File: src/rtl/core/tpa_pkg.sv
// Shared types and constants for the triangle primitive assembler.
// No dependencies.
package tpa_pkg;

    localparam int VERTEX_DEPTH = 4096;
    localparam int VIDX_W       = $clog2(VERTEX_DEPTH);
    localparam int COEF_W       = 21;
    localparam int ROW_W        = 3 * COEF_W;
    localparam int CNT_W        = 13;
    localparam int QUEUE_DEPTH  = 4;
    localparam int DET_SETTLE   = 4;

    localparam logic [ROW_W-1:0] ROW_X_RST = ROW_W'(64'd65536);
    localparam logic [ROW_W-1:0] ROW_Y_RST = ROW_W'(64'd65536 << 21);
    localparam logic [ROW_W-1:0] ROW_Z_RST = ROW_W'(64'd65536 << 42);

    typedef enum logic [1:0] {
        CMD_VERTEX = 2'd0,
        CMD_STRIP  = 2'd1,
        CMD_LIST   = 2'd2,
        CMD_FAN    = 2'd3
    } cmd_t;

    typedef enum logic [2:0] {
        REG_ROW_X   = 3'd0,
        REG_ROW_Y   = 3'd1,
        REG_ROW_Z   = 3'd2,
        REG_SHIFT_X = 3'd3,
        REG_SHIFT_Y = 3'd4,
        REG_SHIFT_Z = 3'd5,
        REG_SOLID   = 3'd6,
        REG_VCOUNT  = 3'd7
    } reg_idx_t;

    typedef struct packed {
        logic [1:0]         cmd;
        logic [11:0]        vertex_slot;
        logic signed [31:0] pos_x;
        logic signed [31:0] pos_y;
        logic signed [31:0] pos_z;
        logic [15:0]        vert_index;
        logic               group_end;
    } in_item_t;

    typedef struct packed {
        logic signed [31:0] corner_a_x;
        logic signed [31:0] corner_a_y;
        logic signed [31:0] corner_a_z;
        logic signed [31:0] corner_b_x;
        logic signed [31:0] corner_b_y;
        logic signed [31:0] corner_b_z;
        logic signed [31:0] corner_c_x;
        logic signed [31:0] corner_c_y;
        logic signed [31:0] corner_c_z;
    } out_item_t;

    typedef struct packed {
        logic [ROW_W-1:0]   row_x;
        logic [ROW_W-1:0]   row_y;
        logic [ROW_W-1:0]   row_z;
        logic signed [31:0] shift_x;
        logic signed [31:0] shift_y;
        logic signed [31:0] shift_z;
        logic               solid_reversed;
        logic [CNT_W-1:0]   vertex_count;
    } cfg_t;

    // queue entry: vertex write (addr_a = slot) or triangle in emitted order
    typedef struct packed {
        logic               is_tri;
        logic [VIDX_W-1:0]  addr_a;
        logic [VIDX_W-1:0]  addr_b;
        logic [VIDX_W-1:0]  addr_c;
        logic signed [31:0] pos_x;
        logic signed [31:0] pos_y;
        logic signed [31:0] pos_z;
    } qent_t;

endpackage

File: src/rtl/core/tpa_front.sv
// Front end: accepts items, runs strip/list/fan assembly, culls bad indices.
// Depends on tpa_pkg; feeds tpa_queue.
module tpa_front (
    input  logic              clk,
    input  logic              rst_n,
    input  logic              in_valid,
    output logic              in_ready,
    input  tpa_pkg::in_item_t in_data,
    input  tpa_pkg::cfg_t     cfg,
    input  logic              det_neg,
    input  logic              det_ready,
    input  logic              q_full,
    output logic              push,
    output tpa_pkg::qent_t    push_data
);
    import tpa_pkg::*;

    logic [15:0] anchor_reg, anchor_next;
    logic [15:0] older_reg, older_next;
    logic [15:0] newer_reg, newer_next;
    logic [1:0]  fill_reg, fill_next;
    logic        odd_reg, odd_next;
    logic        acc;
    logic        emit;
    logic        rev;
    logic        base;
    logic        all_ok;
    logic        slot_ok;
    logic [15:0] ia, ib, ic;

    function automatic logic idx_ok(input logic [15:0] idx, input logic [CNT_W-1:0] cnt);
        idx_ok = (32'(idx) < 32'(cnt)) && (32'(idx) < VERTEX_DEPTH);
    endfunction

    assign in_ready = det_ready && !q_full;
    assign acc      = in_valid && in_ready;
    assign base     = cfg.solid_reversed ^ det_neg;

    always_comb
    begin
        anchor_next = anchor_reg;
        older_next  = older_reg;
        newer_next  = newer_reg;
        fill_next   = fill_reg;
        odd_next    = odd_reg;
        emit        = 1'b0;
        rev         = base;
        ia          = older_reg;
        ib          = newer_reg;
        ic          = in_data.vert_index;
        case (in_data.cmd)
            CMD_STRIP:
            begin
                case (fill_reg)
                    2'd0:
                    begin
                        newer_next = in_data.vert_index;
                        fill_next  = 2'd1;
                    end
                    2'd1:
                    begin
                        older_next = newer_reg;
                        newer_next = in_data.vert_index;
                        fill_next  = 2'd2;
                    end
                    default:
                    begin
                        emit       = 1'b1;
                        rev        = base ^ odd_reg;
                        older_next = newer_reg;
                        newer_next = in_data.vert_index;
                        odd_next   = !odd_reg;
                    end
                endcase
            end
            CMD_LIST:
            begin
                case (fill_reg)
                    2'd0:
                    begin
                        older_next = in_data.vert_index;
                        fill_next  = 2'd1;
                    end
                    2'd1:
                    begin
                        newer_next = in_data.vert_index;
                        fill_next  = 2'd2;
                    end
                    default:
                    begin
                        emit      = 1'b1;
                        fill_next = 2'd0;
                    end
                endcase
            end
            CMD_FAN:
            begin
                ia = anchor_reg;
                case (fill_reg)
                    2'd0:
                    begin
                        anchor_next = in_data.vert_index;
                        fill_next   = 2'd1;
                    end
                    2'd1:
                    begin
                        newer_next = in_data.vert_index;
                        fill_next  = 2'd2;
                    end
                    default:
                    begin
                        emit       = 1'b1;
                        newer_next = in_data.vert_index;
                    end
                endcase
            end
            default:
            begin
            end
        endcase
        if (in_data.cmd != CMD_VERTEX && in_data.group_end)
        begin
            fill_next = 2'd0;
            odd_next  = 1'b0;
        end
    end

    assign all_ok  = idx_ok(ia, cfg.vertex_count) && idx_ok(ib, cfg.vertex_count)
                     && idx_ok(ic, cfg.vertex_count);
    assign slot_ok = 32'(in_data.vertex_slot) < VERTEX_DEPTH;

    always_comb
    begin
        push_data.is_tri = (in_data.cmd != CMD_VERTEX);
        push_data.addr_b = VIDX_W'(ib);
        push_data.pos_x  = in_data.pos_x;
        push_data.pos_y  = in_data.pos_y;
        push_data.pos_z  = in_data.pos_z;
        if (in_data.cmd == CMD_VERTEX)
        begin
            push_data.addr_a = VIDX_W'(in_data.vertex_slot);
            push_data.addr_c = VIDX_W'(ic);
            push = acc && slot_ok;
        end
        else
        begin
            push_data.addr_a = rev ? VIDX_W'(ic) : VIDX_W'(ia);
            push_data.addr_c = rev ? VIDX_W'(ia) : VIDX_W'(ic);
            push = acc && emit && all_ok;
        end
    end

    always_ff @(posedge clk or negedge rst_n)
    begin
        if (!rst_n)
        begin
            anchor_reg <= '0;
            older_reg  <= '0;
            newer_reg  <= '0;
            fill_reg   <= '0;
            odd_reg    <= 1'b0;
        end
        else if (acc)
        begin
            anchor_reg <= anchor_next;
            older_reg  <= older_next;
            newer_reg  <= newer_next;
            fill_reg   <= fill_next;
            odd_reg    <= odd_next;
        end
    end

endmodule

File: config.mk
export PLATFORM = sky130hd
export DESIGN_NAME = tpa_front
export DESIGN_NICKNAME = d
export VERILOG_FILES = /design/src/rtl/core/tpa_pkg.sv /design/src/rtl/core/tpa_front.sv
export SDC_FILE = /design/constraint.sdc
export NUM_CORES = 1
export LEC_CHECK = 0
export BUFFER_PORTS_ARGS = -buffer_cell sky130_fd_sc_hd__buf_4
export CORE_AREA = 3 3 218 220
export DETAILED_ROUTE_END_ITERATION = 10
export DIE_AREA = 0 0 221 223
export SKIP_LAST_GASP = 1
export SYNTH_ARGS = -nofsm -noshare
export SYNTH_HDL_FRONTEND = slang
export SYNTH_SLANG_ARGS = --single-unit
File: constraint.sdc
create_clock -name clk -period 2.7 [get_ports clk]
set_input_delay 0 -clock clk [delete_from_list [all_inputs] [get_ports clk]]
set_output_delay 0 -clock clk [all_outputs]
set_load 0.02 [all_outputs]
# --- After elaboration in Yosys (flattened, before gate mapping) ---
# Index checks and enable logic that the tools add are counted.
totals:
  ff_bits: 51
  input_bits: 432
  output_inout_bits: 135
  wordCells: 73
op_classes:
  magnitude_cmp: 6
  eq_ne: 10
  mux: 23
  n_bitwise: 2
  reduce_logical: 27
op_table:
  columns: ["operator", "n"]
  rows:
  - ["$mux 16", 5]
  - ["$lt 16x13->1", 3]
  - ["$lt 16x13->1 const B", 3]
  - ["$mux 12", 4]
  - ["$pmux 16 s3", 1]
  - ["$pmux 16 s2", 1]
  - ["$pmux 2 s2", 3]
  - ["$logic_and 1x1->1", 10]
  - ["$reduce_and 3->1", 3]
  - ["$mux 1", 8]
  - ["$ne 2x2->1 const B", 4]
  - ["$reduce_and 4->1", 2]
  - ["$reduce_bool 2->1", 3]
  - ["$reduce_bool 3->1", 2]
  - ["$eq 2x1->1 const B", 2]
  - ["$eq 2x2->1 const B", 2]
  - ["$logic_not 2->1", 2]
  - ["$ne 4x1->1 const B", 1]
  - ["$reduce_or 2->1", 2]
  - ["$reduce_or 3->1", 1]
  - ["$logic_not 1->1", 2]
  - ["$mux 2", 1]
  - ["$ne 2x1->1 const B", 1]
  - ["$xor 1x1->1", 2]

# --- Longest topological paths before layout ---
logic_depth:
  word_depth: 8
  mapped_depth: 11
  ltp_nobuf: 9

# --- Worst setup path after synthesis ---
# OpenSTA, ideal clock, no wires.
synth_timing:
  path_type: "input -> output"
  start: "input port in_data[125] (netlist bit)"
  end: "output port push"
  arrival_time_ps: 2459
  t_required_ps: 2700
  setup_slack_ps: 241
  path_stages: 11
  n_path_buf: 2
  path_cell_list: "ha_1 buf_6 buf_2 mux2i_1 inv_1 ha_1 and3_4 a221o_1 a2111oi_2 nand4_1 o21ai_1"
synth_via:
  elab_chain_len: 8
  elab_cells_between_ends: 15
  cone_classes: "order compare: 2; eq/ne: 3; mux: 3; reduce/logical: 7"
synth_rtl:
  columns: ["item", "line", "rtl"]
  rows:
  - ["start: declaration", "tpa_front.sv:8", "input tpa_pkg::in_item_t in_data,"]
  - ["$eq 2x2->1", "tpa_front.sv:51", "case (in_data.cmd)"]
  - ["$mux 16", "tpa_front.sv:51", null]
  - ["$lt 16x13->1", "tpa_front.sv:32", "idx_ok = (32'(idx) < 32'(cnt)) && (32'(idx) < VERTEX_DEPTH);"]
  - ["$logic_and 1x1->1", "tpa_front.sv:32", null]
  - ["$logic_and 1x1->1", "tpa_front.sv:128", "assign all_ok = idx_ok(ia, cfg.vertex_count) && idx_ok(ib, cfg.vertex_count)"]
  - ["$logic_and 1x1->1", "tpa_front.sv:129", "&& idx_ok(ic, cfg.vertex_count);"]
  - ["$logic_and 1x1->1", "tpa_front.sv:149", "push = acc && emit && all_ok;"]
  - ["$mux 1 *", "tpa_front.sv:139", "if (in_data.cmd == CMD_VERTEX)"]
  - ["end: declaration", "tpa_front.sv:13", "output logic push,"]
# Every way passes the cells marked *; elsewhere a longest branch is shown, timed or not.

# --- Final worst setup path ---
layout_timing:
  start: "register anchor_reg[11]"
  end: "output port push"
layout_via:
  elab_chain_len: 7
  elab_cells_between_ends: 8
  cone_classes: "order compare: 2; mux: 2; reduce/logical: 4"
layout_rtl:
  columns: ["item", "line", "rtl"]
  rows:
  - ["start: declaration", "tpa_front.sv:18", "logic [15:0] anchor_reg, anchor_next;"]
  - ["start signal: assignment", "tpa_front.sv:165", "anchor_reg <= anchor_next;"]
  - ["$mux 16 *", "tpa_front.sv:51", null]
  - ["$lt 16x13->1", "tpa_front.sv:32", null]
  - ["$logic_and 1x1->1 *", "tpa_front.sv:32", null]
  - ["$logic_and 1x1->1 *", "tpa_front.sv:128", null]
  - ["$logic_and 1x1->1 *", "tpa_front.sv:129", null]
  - ["$logic_and 1x1->1 *", "tpa_front.sv:149", null]
  - ["$mux 1 *", "tpa_front.sv:139", null]
# Marked as above.

==> run_results.csv <==
group,metric,value,unit
run_status,status,"complete, no violations",
synth,yosysWarnings,0,
synth,synthTopCellsByArea,"dfrtp_1, buf_4, ha_1",
synth,synth_area_leader_cell,"dfrtp_1",
worst_setup_path,cp-start-kind,"flip-flop",
synth,synth_common_cells,"buf_4, dfrtp_1, nand2_1",
sta,fin_hold_ws,0.00562,ps
pwr,p_per_area,634,nW/um^2
worst_setup_path,worstSetupEndpointType,"output port",
clocking,cts_root_buf,"clkbuf_16",
worst_setup_path,path_cells,"mux2i_2 > inv_1 > ha_1 > and3_4 > a221o_1 > a2111oi_4 > nand4_1 > o21ai_2 > buf_6",
layout,stdcell_count,1095,
routing,wl_per_cell,17.7,um
pwr,leakage,2.29,nW
synth,synth-seq-cells,51,
layout,area_delta_synth_final,19.9,%
global_route,grt_pass1_wl,26.3,mm
clocking,cts_made_buffers,5,
sta,fmax,382,MHz
sta,max-slew-margin-rel,0.548,
place,pre_cts_slack,39.0,ps
clocking,clk_pin_slew_worst_paths,60,ps
worst_setup_path,path_class,"reg -> out",
sta,maxSlewViolCount,0,
layout,fin_nets,966,
sta,fin_tns_setup,0,ps
die,fp-row-count,78,
pwr,power,3.39,mW
die,die_y,223,um
die,core-area,45500,sq um
clocking,cts_tree,"yes",
synth,netlist.area_leader.share,0.286,
synth,syn_area_per_cell,8.95,sq um
routing,drc,0,
die,initial_utilization,0.0982,
place,dp_cells,1078,
worst_setup_path,crit_fanout,2,
global_route,antenna_found_initial,5,
synth,synth_seq_area_share,0.286,
routing,ant_nets,0,
worst_setup_path,cp_top_family,"compound AO/OA/AOI/OAI gates",
min_path,worstHoldStart,"in_data[52]",
place,io_buffers,89,
worst_setup_path,critPathRequiredTime,2700,ps
routing,via_per_inst,3.04,
routing,drtIter0Drc,194,
die,num_io_pins,567,
layout,num-fill-cells,5319,
global_route,grt_max_degree,52,
synth,yosysMostFrequentCell,"buf_4",
sta,timing.final.crit_share,0.969,
worst_setup_path,critPathMaxStageDelay,390,ps
clocking,htreeDepth,2,
die,die_w,221,um
sta,final.setup.worst_slack,82.9,ps
worst_setup_path,cpMaxStageDelayCell,"dfrtp_1",
sta,tightestPinTransition,678,ps
place,dp.final_hpwl,16.8,mm
global_route,grt_pass1_vias,3397,
global_route,grt_overflow,0,
place,place_area,5090,sq um
pwr,ir_worst_vdd,280,uV
synth,ys.flop_type,"dfrtp_1",
layout,drive_gt1_frac,0.321,
synth,async_flop_share,1.00,
worst_setup_path,cp-startpoint,"anchor_reg[11]",
min_path,hp-class,"in -> out",
sta,hold_viol_final,0,
synth,synth.net_count,971,
routing,num_vias,3325,
layout,antenna-diode-count,0,
sta,rsz0062_at_grt,"true",
clocking,cts_buffer_depth,2,
die,dieArea,49300,sq um
synth,synth_area,4470,sq um
synth,synth-edff-count,0,
worst_setup_path,critPathArrivalTime,2620,ps
job,max_cap_violations,0,
worst_setup_path,r2r-start,"fill_reg[1]",
synth,synthCells,499,
place,gp_congestion,0.751,
clocking,insertion_delay,290,ps
global_route,grt_usage,0.0751,
sta,setup_viol,0,
layout,final_area,5360,sq um
clocking,cts_num_sinks,51,
worst_setup_path,crit_buf_inv,2,
routing,wl,19.4,mm
sta,fin_crit,2620,ps
layout,final_util,0.118,
routing,dr.pass1.iters,4,
sta,skew,3.33,ps
synth,synthDistinctLibCells,43,
[worst paths after layout]
path                       slack (ps)             end  cells after the start
setup / recovery                   80            push                      9
hold / removal                  0.006   push_data[35]                      0
setup reg to reg                  980    older_reg[5]                      6
hold reg to reg                   510  anchor_reg[15]                      1
max in group asynchronous        1960  anchor_reg[11]                      2
min in group asynchronous         280           ib[8]                      2
[report_power, final]
part	internal (mW)	total [mW]	switching (mW)
Clock	0.342	0.615	0.273
Sequential	1.02	1.21	0.189
Combinational	0.721	1.57	0.848
[metal layers]
metal	track usage	part of all wire	vias to the layer above
met3	0.0422	0.13	34
met2	0.136	0.50	171
met1	0.0777	0.36	1528
met5	0	0.0024	-
li1	-	-	1584
met4	0.00997	0.011	8
[placed cells by master (no fill, tap or decap), types with 3 or more instances in the layout]
master and count:
buf_4 105, dfrtp_1 51, nand2_1 47, ha_1 40, o21ai_0 35, mux2_2 32, inv_1 29, a21oi_1 28
mux2i_1 27, nor2_1 25, o21ai_1 8, dlygate4sd3_1 8, nor3_1 5, clkbuf_16 5, nor2b_1 3, o211ai_1 3
[cells by family (layout without fill, tap and decap cells)]
group	count (synthesis)	after routing	share of synthesized area
compound gates	93	93	0.121
xor+xnor	2	2	0.00728
fa+ha+maj	40	40	0.112
buf+inv	156	152	0.232
flops	51	51	0.286
mux	62	62	0.149
simple gates	95	95	0.0935
[area by class of cell]
cell class / instances / area, sq um / area share
Multi-Input combinational cell: 292 / 2190 / 0.409
Sequential cell: 51 / 1280 / 0.238
Timing Repair Buffer: 115 / 891 / 0.166
Tap cell: 600 / 751 / 0.140
Clock buffer: 6 / 129 / 0.0241
Inverter: 29 / 109 / 0.0203
Clock inverter: 2 / 12.5 / 0.00234
[worst register-to-register path, stage by stage, from the launching register on]
cell     delay [ps]
dfrtp_1         430
nor2_1          260
mux2i_1         220
and3_1          170
buf_4           330
nor2_1          100
a21oi_1         140
[what timing repair did]
item,in CTS,in global routing
hold buffers,8,0
hold endpoints to repair,64,0
endpoints found under the setup margin,1,1
resized for setup,5,2
buffers inserted,1,0
pin swaps,4,2
Power figures use the tool's default switching activity.
