[config.mk]
export PLATFORM = sky130hd
export DESIGN_NAME = tpa_queue
export DESIGN_NICKNAME = d
export VERILOG_FILES = /design/src/rtl/core/tpa_pkg.sv /design/src/rtl/core/tpa_queue.sv
export SDC_FILE = /design/constraint.sdc
export NUM_CORES = 1
export LEC_CHECK = 0
export BUFFER_PORTS_ARGS = -buffer_cell sky130_fd_sc_hd__buf_2
export CAP_MARGIN = 20
export CORE_ASPECT_RATIO = 0.75
export CORE_MARGIN = 10
export CORE_UTILIZATION = 53
export CTS_BUF_LIST = sky130_fd_sc_hd__clkbuf_4
export DETAILED_ROUTE_END_ITERATION = 8
export HOLD_SLACK_MARGIN = 0.1
export PLACE_DENSITY_LB_ADDON = 0.15
export SLEW_MARGIN = 20
export SYNTH_ARGS = -nofsm -noshare
export SYNTH_HDL_FRONTEND = slang
export SYNTH_SLANG_ARGS = --single-unit
[constraint.sdc]
create_clock -name clk -period 7.3 [get_ports clk]
set_input_delay 0.365 -clock clk [delete_from_list [all_inputs] [get_ports clk]]
set_output_delay 0.365 -clock clk [all_outputs]
set_load 0.01 [all_outputs]
[src/rtl/core/tpa_pkg.sv]
// Shared types and constants for the triangle primitive assembler.
// No dependencies.
package tpa_pkg;

    localparam int VERTEX_DEPTH = 4096;
    localparam int VIDX_W       = $clog2(VERTEX_DEPTH);
    localparam int COEF_W       = 21;
    localparam int ROW_W        = 3 * COEF_W;
    localparam int CNT_W        = 13;
    localparam int QUEUE_DEPTH  = 4;
    localparam int DET_SETTLE   = 4;

    localparam logic [ROW_W-1:0] ROW_X_RST = ROW_W'(64'd65536);
    localparam logic [ROW_W-1:0] ROW_Y_RST = ROW_W'(64'd65536 << 21);
    localparam logic [ROW_W-1:0] ROW_Z_RST = ROW_W'(64'd65536 << 42);

    typedef enum logic [1:0] {
        CMD_VERTEX = 2'd0,
        CMD_STRIP  = 2'd1,
        CMD_LIST   = 2'd2,
        CMD_FAN    = 2'd3
    } cmd_t;

    typedef enum logic [2:0] {
        REG_ROW_X   = 3'd0,
        REG_ROW_Y   = 3'd1,
        REG_ROW_Z   = 3'd2,
        REG_SHIFT_X = 3'd3,
        REG_SHIFT_Y = 3'd4,
        REG_SHIFT_Z = 3'd5,
        REG_SOLID   = 3'd6,
        REG_VCOUNT  = 3'd7
    } reg_idx_t;

    typedef struct packed {
        logic [1:0]         cmd;
        logic [11:0]        vertex_slot;
        logic signed [31:0] pos_x;
        logic signed [31:0] pos_y;
        logic signed [31:0] pos_z;
        logic [15:0]        vert_index;
        logic               group_end;
    } in_item_t;

    typedef struct packed {
        logic signed [31:0] corner_a_x;
        logic signed [31:0] corner_a_y;
        logic signed [31:0] corner_a_z;
        logic signed [31:0] corner_b_x;
        logic signed [31:0] corner_b_y;
        logic signed [31:0] corner_b_z;
        logic signed [31:0] corner_c_x;
        logic signed [31:0] corner_c_y;
        logic signed [31:0] corner_c_z;
    } out_item_t;

    typedef struct packed {
        logic [ROW_W-1:0]   row_x;
        logic [ROW_W-1:0]   row_y;
        logic [ROW_W-1:0]   row_z;
        logic signed [31:0] shift_x;
        logic signed [31:0] shift_y;
        logic signed [31:0] shift_z;
        logic               solid_reversed;
        logic [CNT_W-1:0]   vertex_count;
    } cfg_t;

    // queue entry: vertex write (addr_a = slot) or triangle in emitted order
    typedef struct packed {
        logic               is_tri;
        logic [VIDX_W-1:0]  addr_a;
        logic [VIDX_W-1:0]  addr_b;
        logic [VIDX_W-1:0]  addr_c;
        logic signed [31:0] pos_x;
        logic signed [31:0] pos_y;
        logic signed [31:0] pos_z;
    } qent_t;

endpackage

[src/rtl/core/tpa_queue.sv]
// Short FIFO of work entries between front and back ends.
// Depends on tpa_pkg.
module tpa_queue (
    input  logic           clk,
    input  logic           rst_n,
    input  logic           push,
    input  tpa_pkg::qent_t push_data,
    input  logic           pop,
    output tpa_pkg::qent_t head,
    output logic           empty,
    output logic           full
);
    import tpa_pkg::*;

    localparam int PTR_W = $clog2(QUEUE_DEPTH);
    localparam int CNT_QW = $clog2(QUEUE_DEPTH + 1);

    qent_t             slots_reg [QUEUE_DEPTH];
    logic [PTR_W-1:0]  wr_reg, wr_next;
    logic [PTR_W-1:0]  rd_reg, rd_next;
    logic [CNT_QW-1:0] cnt_reg, cnt_next;
    logic              do_push, do_pop;

    assign empty   = (cnt_reg == '0);
    assign full    = (cnt_reg == CNT_QW'(QUEUE_DEPTH));
    assign do_push = push && !full;
    assign do_pop  = pop && !empty;
    assign head    = slots_reg[rd_reg];

    always_comb
    begin
        wr_next  = wr_reg;
        rd_next  = rd_reg;
        cnt_next = cnt_reg;
        if (do_push)
        begin
            wr_next = (wr_reg == PTR_W'(QUEUE_DEPTH - 1)) ? '0 : wr_reg + 1'b1;
        end
        if (do_pop)
        begin
            rd_next = (rd_reg == PTR_W'(QUEUE_DEPTH - 1)) ? '0 : rd_reg + 1'b1;
        end
        if (do_push && !do_pop)
        begin
            cnt_next = cnt_reg + 1'b1;
        end
        else if (do_pop && !do_push)
        begin
            cnt_next = cnt_reg - 1'b1;
        end
    end

    always_ff @(posedge clk)
    begin
        if (do_push)
        begin
            slots_reg[wr_reg] <= push_data;
        end
    end

    always_ff @(posedge clk or negedge rst_n)
    begin
        if (!rst_n)
        begin
            wr_reg  <= '0;
            rd_reg  <= '0;
            cnt_reg <= '0;
        end
        else
        begin
            wr_reg  <= wr_next;
            rd_reg  <= rd_next;
            cnt_reg <= cnt_next;
        end
    end

endmodule

* Word-level counts from Yosys, hierarchy flattened
Memories as Yosys holds them, arrays and structs flattened. Cells that the tools add are included.
Operators by class: add/sub/neg operators 4, equal/unequal tests 3, mux-type cells 6, reduce and logical (&&, ||, !) cells 10
Operator list (count):
- 3-bit two-way mux | 2
- 2-bit by 1-bit adder with 2-bit output (second input constant) | 2
- 2-bit == test (second input constant) | 2
- 1-bit logical AND | 4
- 1-bit logical NOT | 4
- 2-bit two-way mux | 2
- 3-bit by 1-bit adder with 3-bit output (second input constant) | 1
- 3-bit == test (second input constant) | 1
- 3-bit logical NOT | 1
- 3-bit by 1-bit subtractor with 3-bit output (second input constant) | 1
- 1-bit two-way mux | 2
- 2-bit nonzero test | 1
Word-level totals: register bits after elaboration 7, RAM bits 532, input bits 137, output and inout port bits 135, word-level logic and storage cells 27, memories 1
Memories:
- slots_reg | words 4, width 133, rd ports 1, clocked after memory_dff 0, write ports 1, line tpa_queue.sv:18 | qent_t slots_reg [QUEUE_DEPTH];

* Longest topological paths before layout
Gate-level depths: netlist (run 1).
depth after elaboration 7, depth in mapped cells 8, mapped depth without buffers 8

* Worst setup path after synthesis (run 1)
Ideal clock, no wire load.
path kind flip-flop to flip-flop, from register wr_reg[0], to memory slots_reg[3][0] (netlist bit), enable pin, setup time 630 ps, arrival 6179 ps, required time 6670 ps, slack 491 ps, cell stages (with the launch flop) 4, path buffers 0, clock period less this slack 6809 ps, cell sequence dfrtp_1 ha_1 nand2_1 nor2_1
RTL lines:
- start: declaration | line tpa_queue.sv:19 | logic [PTR_W-1:0] wr_reg, wr_next;
- start signal: assignment | line tpa_queue.sv:71 | wr_reg <= wr_next;
- end: declaration | line tpa_queue.sv:18
No word-level cell before the write port.

==> results.sh, run 1 <==
export IMPL_route_antenna_remaining_nets=0
export IMPL_vias_in_the_first_global_route=10600
export IMPL_clk_latency_ns=0.76
export IMPL_routabilityCongestion=0.707
export IMPL_final_setup_tns_ns=0
export IMPL_endpoint_kind="output port"
export IMPL_tritoncts="built"
export IMPL_antenna_violations_before_repair=4
export IMPL_root_buffer="sky130_fd_sc_hd__clkbuf_4"
export IMPL_layout_cells_non_filler=1846
export IMPL_postLayoutCellArea_um2=24600
export IMPL_worstSetupPathType="register to output port"
export IMPL_initial_core_util_pct=54.2
export IMPL_postCtsSetupBuffers=0
export IMPL_cp_start_kind="register"
export IMPL_cts_resized=0
export IMPL_route_detailed_vias_per_inst=5.24
export IMPL_synth_warning_count=0
export IMPL_total_leakage_power_uw=0.00864
export IMPL_horizontal_die_dimension_um=242
export IMPL_worst_ir_drop_vdd_v=0.000237
export IMPL_ys_ff_latch=539
export IMPL_placement_cell_area_um2=21500
export IMPL_worst_r2r_setup_slack_ns=4.12
export IMPL_clockBufferDepth=3
export IMPL_drt_wl_total_um=41100
export IMPL_tritoncts_num_buffers=130
export IMPL_library_cells_used_by_synthesis=21
export IMPL_hold_violations=0
export IMPL_largest_reg_flops=532
export IMPL_slew_limit_headroom_pct=35.3
export IMPL_maximum_achievable_frequency_ghz=0.274
export IMPL_nets=1398
export IMPL_finalCoreUtilization_pct=68.0
export IMPL_placed_cells_incl_taps=1480
export IMPL_number_of_h_tree_levels=4
export IMPL_required_ns=6.93
export IMPL_hold_ws_ns=0.342
export IMPL_synth_net_count=876
export IMPL_status="finished, final reports clean"
export IMPL_core_region_area_um2=36200
export IMPL_cts_clk_slew_worst_paths_ns=0.07
export IMPL_footprint_of_the_flip_flops_and_latches_um2=16200
export IMPL_wire_per_inst_um=22.3
export IMPL_grt_start_max_net_pins=96
export IMPL_path_max_fanout=48
export IMPL_worst_pin_slew_ns=0.971
export IMPL_post_synth_instance_area_um2=19600
export IMPL_clock_sink_total=539
export IMPL_core_rowCount=60
export IMPL_multi_input_comb_area_um2=3260
export IMPL_global_route_congestion_overflow_total=0
export IMPL_chip_height_um=187
export IMPL_layout_drive_gt1_share_pct=47.0
export IMPL_io_pins=272
export IMPL_drt_first_pass_iters=5
export IMPL_cap_viol_max_count=0
export IMPL_worstPathArrival_ns=3.28
export IMPL_power_density_nw_per_um2=387
export IMPL_fillers=2392
export IMPL_timing_final_setup_violations=0
export IMPL_skew_ns=0.0272
export IMPL_synth_area_per_cell_um2=26.8
export IMPL_areaGrowthSynthToFinish_pct=25.6
export IMPL_num_vias=9665
export IMPL_first_iter_violations=663
export IMPL_max_transition_viols_final=0
export IMPL_detail_route_drc_violations=0
export IMPL_final_period_utilization_pct=50.0
export IMPL_hold_path_class="input port to register"
export IMPL_final_period_minus_worst_setup_slack_ns=3.65
export IMPL_detailedPlacementHpwl_um=23800
export IMPL_floorplan_die_area_um2=45100
export IMPL_track_usage_pct=18.3
export IMPL_first_pass_grt_wire_length_um=63600
export IMPL_ys_seq_area_share_pct=82.4
export IMPL_synth_cells=732
export IMPL_grt_setup_unrepaired="no"
export IMPL_port_buffer_count=271
## kinds of logic (layout without fill, tap and decap cells)
group / Yosys count / count (layout) / share of synthesized area (%)
compound gates: 2 / 2 / 0.102
xor+xnor: 3 / 3 / 0.134
fa+ha+maj: 7 / 7 / 0.485
buf+inv: 33 / 648 / 1.02
flops: 539 / 539 / 82.4
mux: 137 / 137 / 15.5
other cells: 0 / 3 / 0
simple gates: 11 / 11 / 0.319
## metrics by stage
step | setup WS, ns | power [µW]
finish | 3.65 | 9520
detailed placement | 3.89 | 7100
floorplan | 0.491 | 6100
CTS | 3.43 | 9690
global placement | 3.99 | 7070
global route | 3.26 | 10000
## critical path, stage by stage, from the launching register on
cell	delay [ns]
sky130_fd_sc_hd__dfrtp_4	0.82
sky130_fd_sc_hd__buf_4	0.86
sky130_fd_sc_hd__mux4_2	0.63
sky130_fd_sc_hd__buf_2	0.16
## cell usage after synthesis
master | instances | area [µm²]
sky130_fd_sc_hd__a21o_1 | 1 | 7.51
sky130_fd_sc_hd__and2_1 | 3 | 18.8
sky130_fd_sc_hd__buf_2 | 16 | 80.1
sky130_fd_sc_hd__buf_4 | 1 | 7.51
sky130_fd_sc_hd__buf_6 | 7 | 78.8
sky130_fd_sc_hd__clkbuf_1 | 6 | 22.5
sky130_fd_sc_hd__dfrtp_1 | 7 | 175
sky130_fd_sc_hd__edfxtp_1 | 532 | 16000
sky130_fd_sc_hd__fa_1 | 1 | 20.0
sky130_fd_sc_hd__ha_1 | 6 | 75.1
sky130_fd_sc_hd__inv_1 | 3 | 11.3
sky130_fd_sc_hd__mux2_2 | 4 | 45.0
sky130_fd_sc_hd__mux4_2 | 133 | 3000
sky130_fd_sc_hd__nand2_1 | 1 | 3.75
sky130_fd_sc_hd__nor2_1 | 3 | 11.3
sky130_fd_sc_hd__nor2b_1 | 1 | 6.26
sky130_fd_sc_hd__nor3_1 | 2 | 10.0
sky130_fd_sc_hd__nor3b_2 | 1 | 12.5
sky130_fd_sc_hd__o31ai_2 | 1 | 12.5
sky130_fd_sc_hd__xnor2_1 | 1 | 8.76
sky130_fd_sc_hd__xor2_1 | 2 | 17.5
## metal layers
layer  wire (µm)  global-route usage, %
met1       17500                   24.1
met2       20600                   29.0
met3        2640                   5.99
met4         363                   5.02
met5          13                      0
## power by group
part           total, µW  internal, µW  switching, µW
clock               2500          1390           1110
sequential          4320          4090            229
combinational       2700          1230           1470
## cells in the final DEF, fill, tap and decap left out, types with 3 or more instances in the layout
cell type	n
sky130_fd_sc_hd__edfxtp_1	532
sky130_fd_sc_hd__buf_2	271
sky130_fd_sc_hd__clkbuf_4	194
sky130_fd_sc_hd__dlygate4sd3_1	137
sky130_fd_sc_hd__mux4_2	133
sky130_fd_sc_hd__clkinv_1	20
sky130_fd_sc_hd__buf_4	10
sky130_fd_sc_hd__ha_1	6
sky130_fd_sc_hd__inv_2	5
sky130_fd_sc_hd__bufinv_16	5
sky130_fd_sc_hd__dfrtp_1	5
sky130_fd_sc_hd__mux2_2	4
sky130_fd_sc_hd__diode_2	3
sky130_fd_sc_hd__inv_1	3
sky130_fd_sc_hd__and2_4	3
## final timing paths
path                          startpoint  cells past startpoint               end
max                            rd_reg[0]                      3          head[80]
min reg2reg                   cnt_reg[2]                      1        cnt_reg[2]
max reg2reg                   cnt_reg[2]                      5  slots_reg[2][55]
min in group asynchronous          rst_n                      3        cnt_reg[2]
min                        push_data[10]                      2  slots_reg[0][10]
max in group asynchronous          rst_n                      3         rd_reg[1]
## timing repair
item / CTS / global route
hold buffers: 137 / 0
hold endpoints to repair: 551 / 0
endpoints found under the setup margin: 0 / 0
## layout make-up
class                           count  share of cell area (%)
Clock buffer                      194                    5.92
Antenna cell                        3                  0.0305
Multi-Input combinational cell    160                    13.2
Inverter                            3                  0.0457
Sequential cell                   539                    65.6
Clock inverter                     31                    1.02
Tap cell                          496                    2.52
Timing Repair Buffer              420                    11.6
(Power assumes the default switching activity.)
==> run 2, diff against run 1 <==
--- a/config.mk
+++ b/config.mk
@@ -9,7 +9,7 @@
 export CAP_MARGIN = 20
 export CORE_ASPECT_RATIO = 0.75
 export CORE_MARGIN = 10
-export CORE_UTILIZATION = 53
+export CORE_UTILIZATION = 59
 export CTS_BUF_LIST = sky130_fd_sc_hd__clkbuf_4
 export DETAILED_ROUTE_END_ITERATION = 8
 export HOLD_SLACK_MARGIN = 0.1
==> constraint.sdc (replaced) <==
create_clock -name clk -period 3.8 [get_ports clk]
set_input_delay 0.19 -clock clk [delete_from_list [all_inputs] [get_ports clk]]
set_output_delay 0.19 -clock clk [all_outputs]
set_load 0.01 [all_outputs]
==> run 2 against run 1 <==
Critical endpoint is now head[11]. Non-clock buffer count rose by 100. Die area shrank 9.2%. Utilization grew 10 points. Combinational power rose by 100%. Highest routed layer is now met4. Clock power rose by 80%.
==> results.sh, run 2 (synthesis results as in run 1) <==
export IMPL_intPower_uw=12700
export IMPL_routabilityCongestion=0.736
export IMPL_drt_wl_total_um=43400
export IMPL_timing_hold_worst_path_depth=2
export IMPL_layout_commonest_cell="sky130_fd_sc_hd__edfxtp_1"
export IMPL_cap_viol_max_count=0
export IMPL_detailedPlacementHpwl_um=22900
export IMPL_detail_route_drc_violations=0
export IMPL_root_buffer="sky130_fd_sc_hd__clkbuf_4"
export IMPL_core_region_area_um2=32600
export IMPL_clockPowerShare_pct=24.7
export IMPL_hold_path_class="input port to register"
export IMPL_cts_resized=0
export IMPL_number_of_h_tree_levels=3
export IMPL_global_route_congestion_overflow_total=0
export IMPL_worstPathArrival_ns=2.84
export IMPL_wire_per_inst_um=23.0
export IMPL_path_max_fanout=59
export IMPL_horizontal_die_dimension_um=230
export IMPL_switching_share_of_total_power_pct=30.1
export IMPL_rr_worst_depth=4
export IMPL_clockBufferDepth=3
export IMPL_final_period_utilization_pct=79.8
export IMPL_fillers=1706
export IMPL_worst_pin_slew_ns=0.933
export IMPL_worstSetupPathType="register to output port"
export IMPL_hold_violations=0
export IMPL_tritoncts="built"
export IMPL_num_vias=10200
export IMPL_nets=1488
export IMPL_tritoncts_num_buffers=120
export IMPL_grt_start_max_net_pins=80
export IMPL_antenna_violations_before_repair=5
export IMPL_switchingPower_uw=5480
export IMPL_route_antenna_remaining_nets=0
export IMPL_final_period_minus_worst_setup_slack_ns=3.03
export IMPL_initial_core_util_pct=60.1
export IMPL_vias_in_the_first_global_route=11200
export IMPL_track_usage_pct=21.3
export IMPL_io_pins=272
export IMPL_max_transition_viols_final=0
export IMPL_maximum_achievable_frequency_ghz=0.330
export IMPL_skew_ns=0.0479
export IMPL_post_place_ws_ns=1.35
export IMPL_largest_reg_flops=532
export IMPL_port_buffer_count=271
export IMPL_slew_limit_headroom_pct=37.8
export IMPL_power_sequential_fraction_pct=45.6
export IMPL_grt_setup_unrepaired="no"
export IMPL_status="finished, final reports clean"
export IMPL_worst_ir_drop_vdd_v=0.000531
export IMPL_first_pass_grt_wire_length_um=66200
export IMPL_layout_drive_gt1_share_pct=43.2
export IMPL_clock_sink_total=539
export IMPL_power_share_combinational_pct=29.6
export IMPL_cts_clk_slew_worst_paths_ns=0.07
export IMPL_route_detailed_vias_per_inst=5.41
export IMPL_first_iter_violations=768
export IMPL_endpoint_kind="output port"
export IMPL_total_leakage_power_uw=0.00901
export IMPL_final_cell_mix="sky130_fd_sc_hd__edfxtp_1, sky130_fd_sc_hd__buf_2, sky130_fd_sc_hd__dlygate4sd3_1"
export IMPL_worst_r2r_setup_slack_ns=1.32
export IMPL_core_rowCount=57
export IMPL_areaGrowthSynthToFinish_pct=30.3
export IMPL_final_critical_path_setup_slack_ns=0.768
export IMPL_drt_first_pass_iters=5
export IMPL_required_ns=3.61
export IMPL_floorplan_die_area_um2=41000
export IMPL_timing_final_setup_violations=0
export IMPL_cp_start_kind="register"
export IMPL_chip_height_um=178
export IMPL_power_density_nw_per_um2=713
export IMPL_clk_latency_ns=0.80
export IMPL_final_setup_tns_ns=0
-- run 2: final timing paths --
check	to	startpoint
min in group asynchronous	cnt_reg[2]	rst_n
worst max-delay path	head[11]	rd_reg[0]
worst max register to register	slots_reg[2][4]	cnt_reg[2]
max in group asynchronous	rd_reg[1]	rst_n
worst min-delay path	slots_reg[2][43]	push_data[43]
worst min register to register	cnt_reg[2]	cnt_reg[2]
-- run 2: layer usage --
layer  routed length (µm)  GRT usage [%]
met5                    0              0
met2                23000           36.1
met3                 2950           6.27
met4                  742           7.47
met1                16700           26.1
-- run 2: power groups by stage --
stage	sequential (µW)	clock [µW]	combinational [µW]
finish	8310	4500	5400
global route	8400	4910	5790
CTS	8280	4580	5470
detailed placement	8410	0	5270
global placement	8350	0	5260
floorplan	8190	0	3420
-- run 2: metrics by stage --
step	instances	cell area [µm²]	hold slack (ns)	utilization (%)	total power, µW
CTS	1877	25500	0.100	78.2	18300
global route	1885	25500	0.102	78.3	19100
detailed placement	1427	21600	0.0371	66.2	13700
finish	1886	25500	0.170	78.3	18200
floorplan	732	19600	-0.106	-	11600
global placement	1427	21600	0.0354	66.2	13600
-- run 2: cell type report --
type	count	area, µm²	share of cell area [%]
clock buffers	188	1410	5.53
diodes	5	12.5	0.0490
inverters	3	11.3	0.0441
well taps	442	553	2.17
clock inverters	29	165	0.647
flip-flops and latches	539	16200	63.3
repair buffers	520	3960	15.5
multi-input cells	160	3260	12.8
-- run 2: worst max-delay path, stage by stage (launching register included) --
cell and delay [ns]:
sky130_fd_sc_hd__dfrtp_4 0.73, sky130_fd_sc_hd__buf_12 0.46, sky130_fd_sc_hd__mux4_2 0.62, sky130_fd_sc_hd__buf_2 0.17
-- run 2: what timing repair did --
| item | 4_1_cts | 5_1_grt |
|---|---|---|
| hold buffers | 233 | 4 |
| hold endpoints to repair | 616 | 10 |
| setup buffers | 0 | 0 |
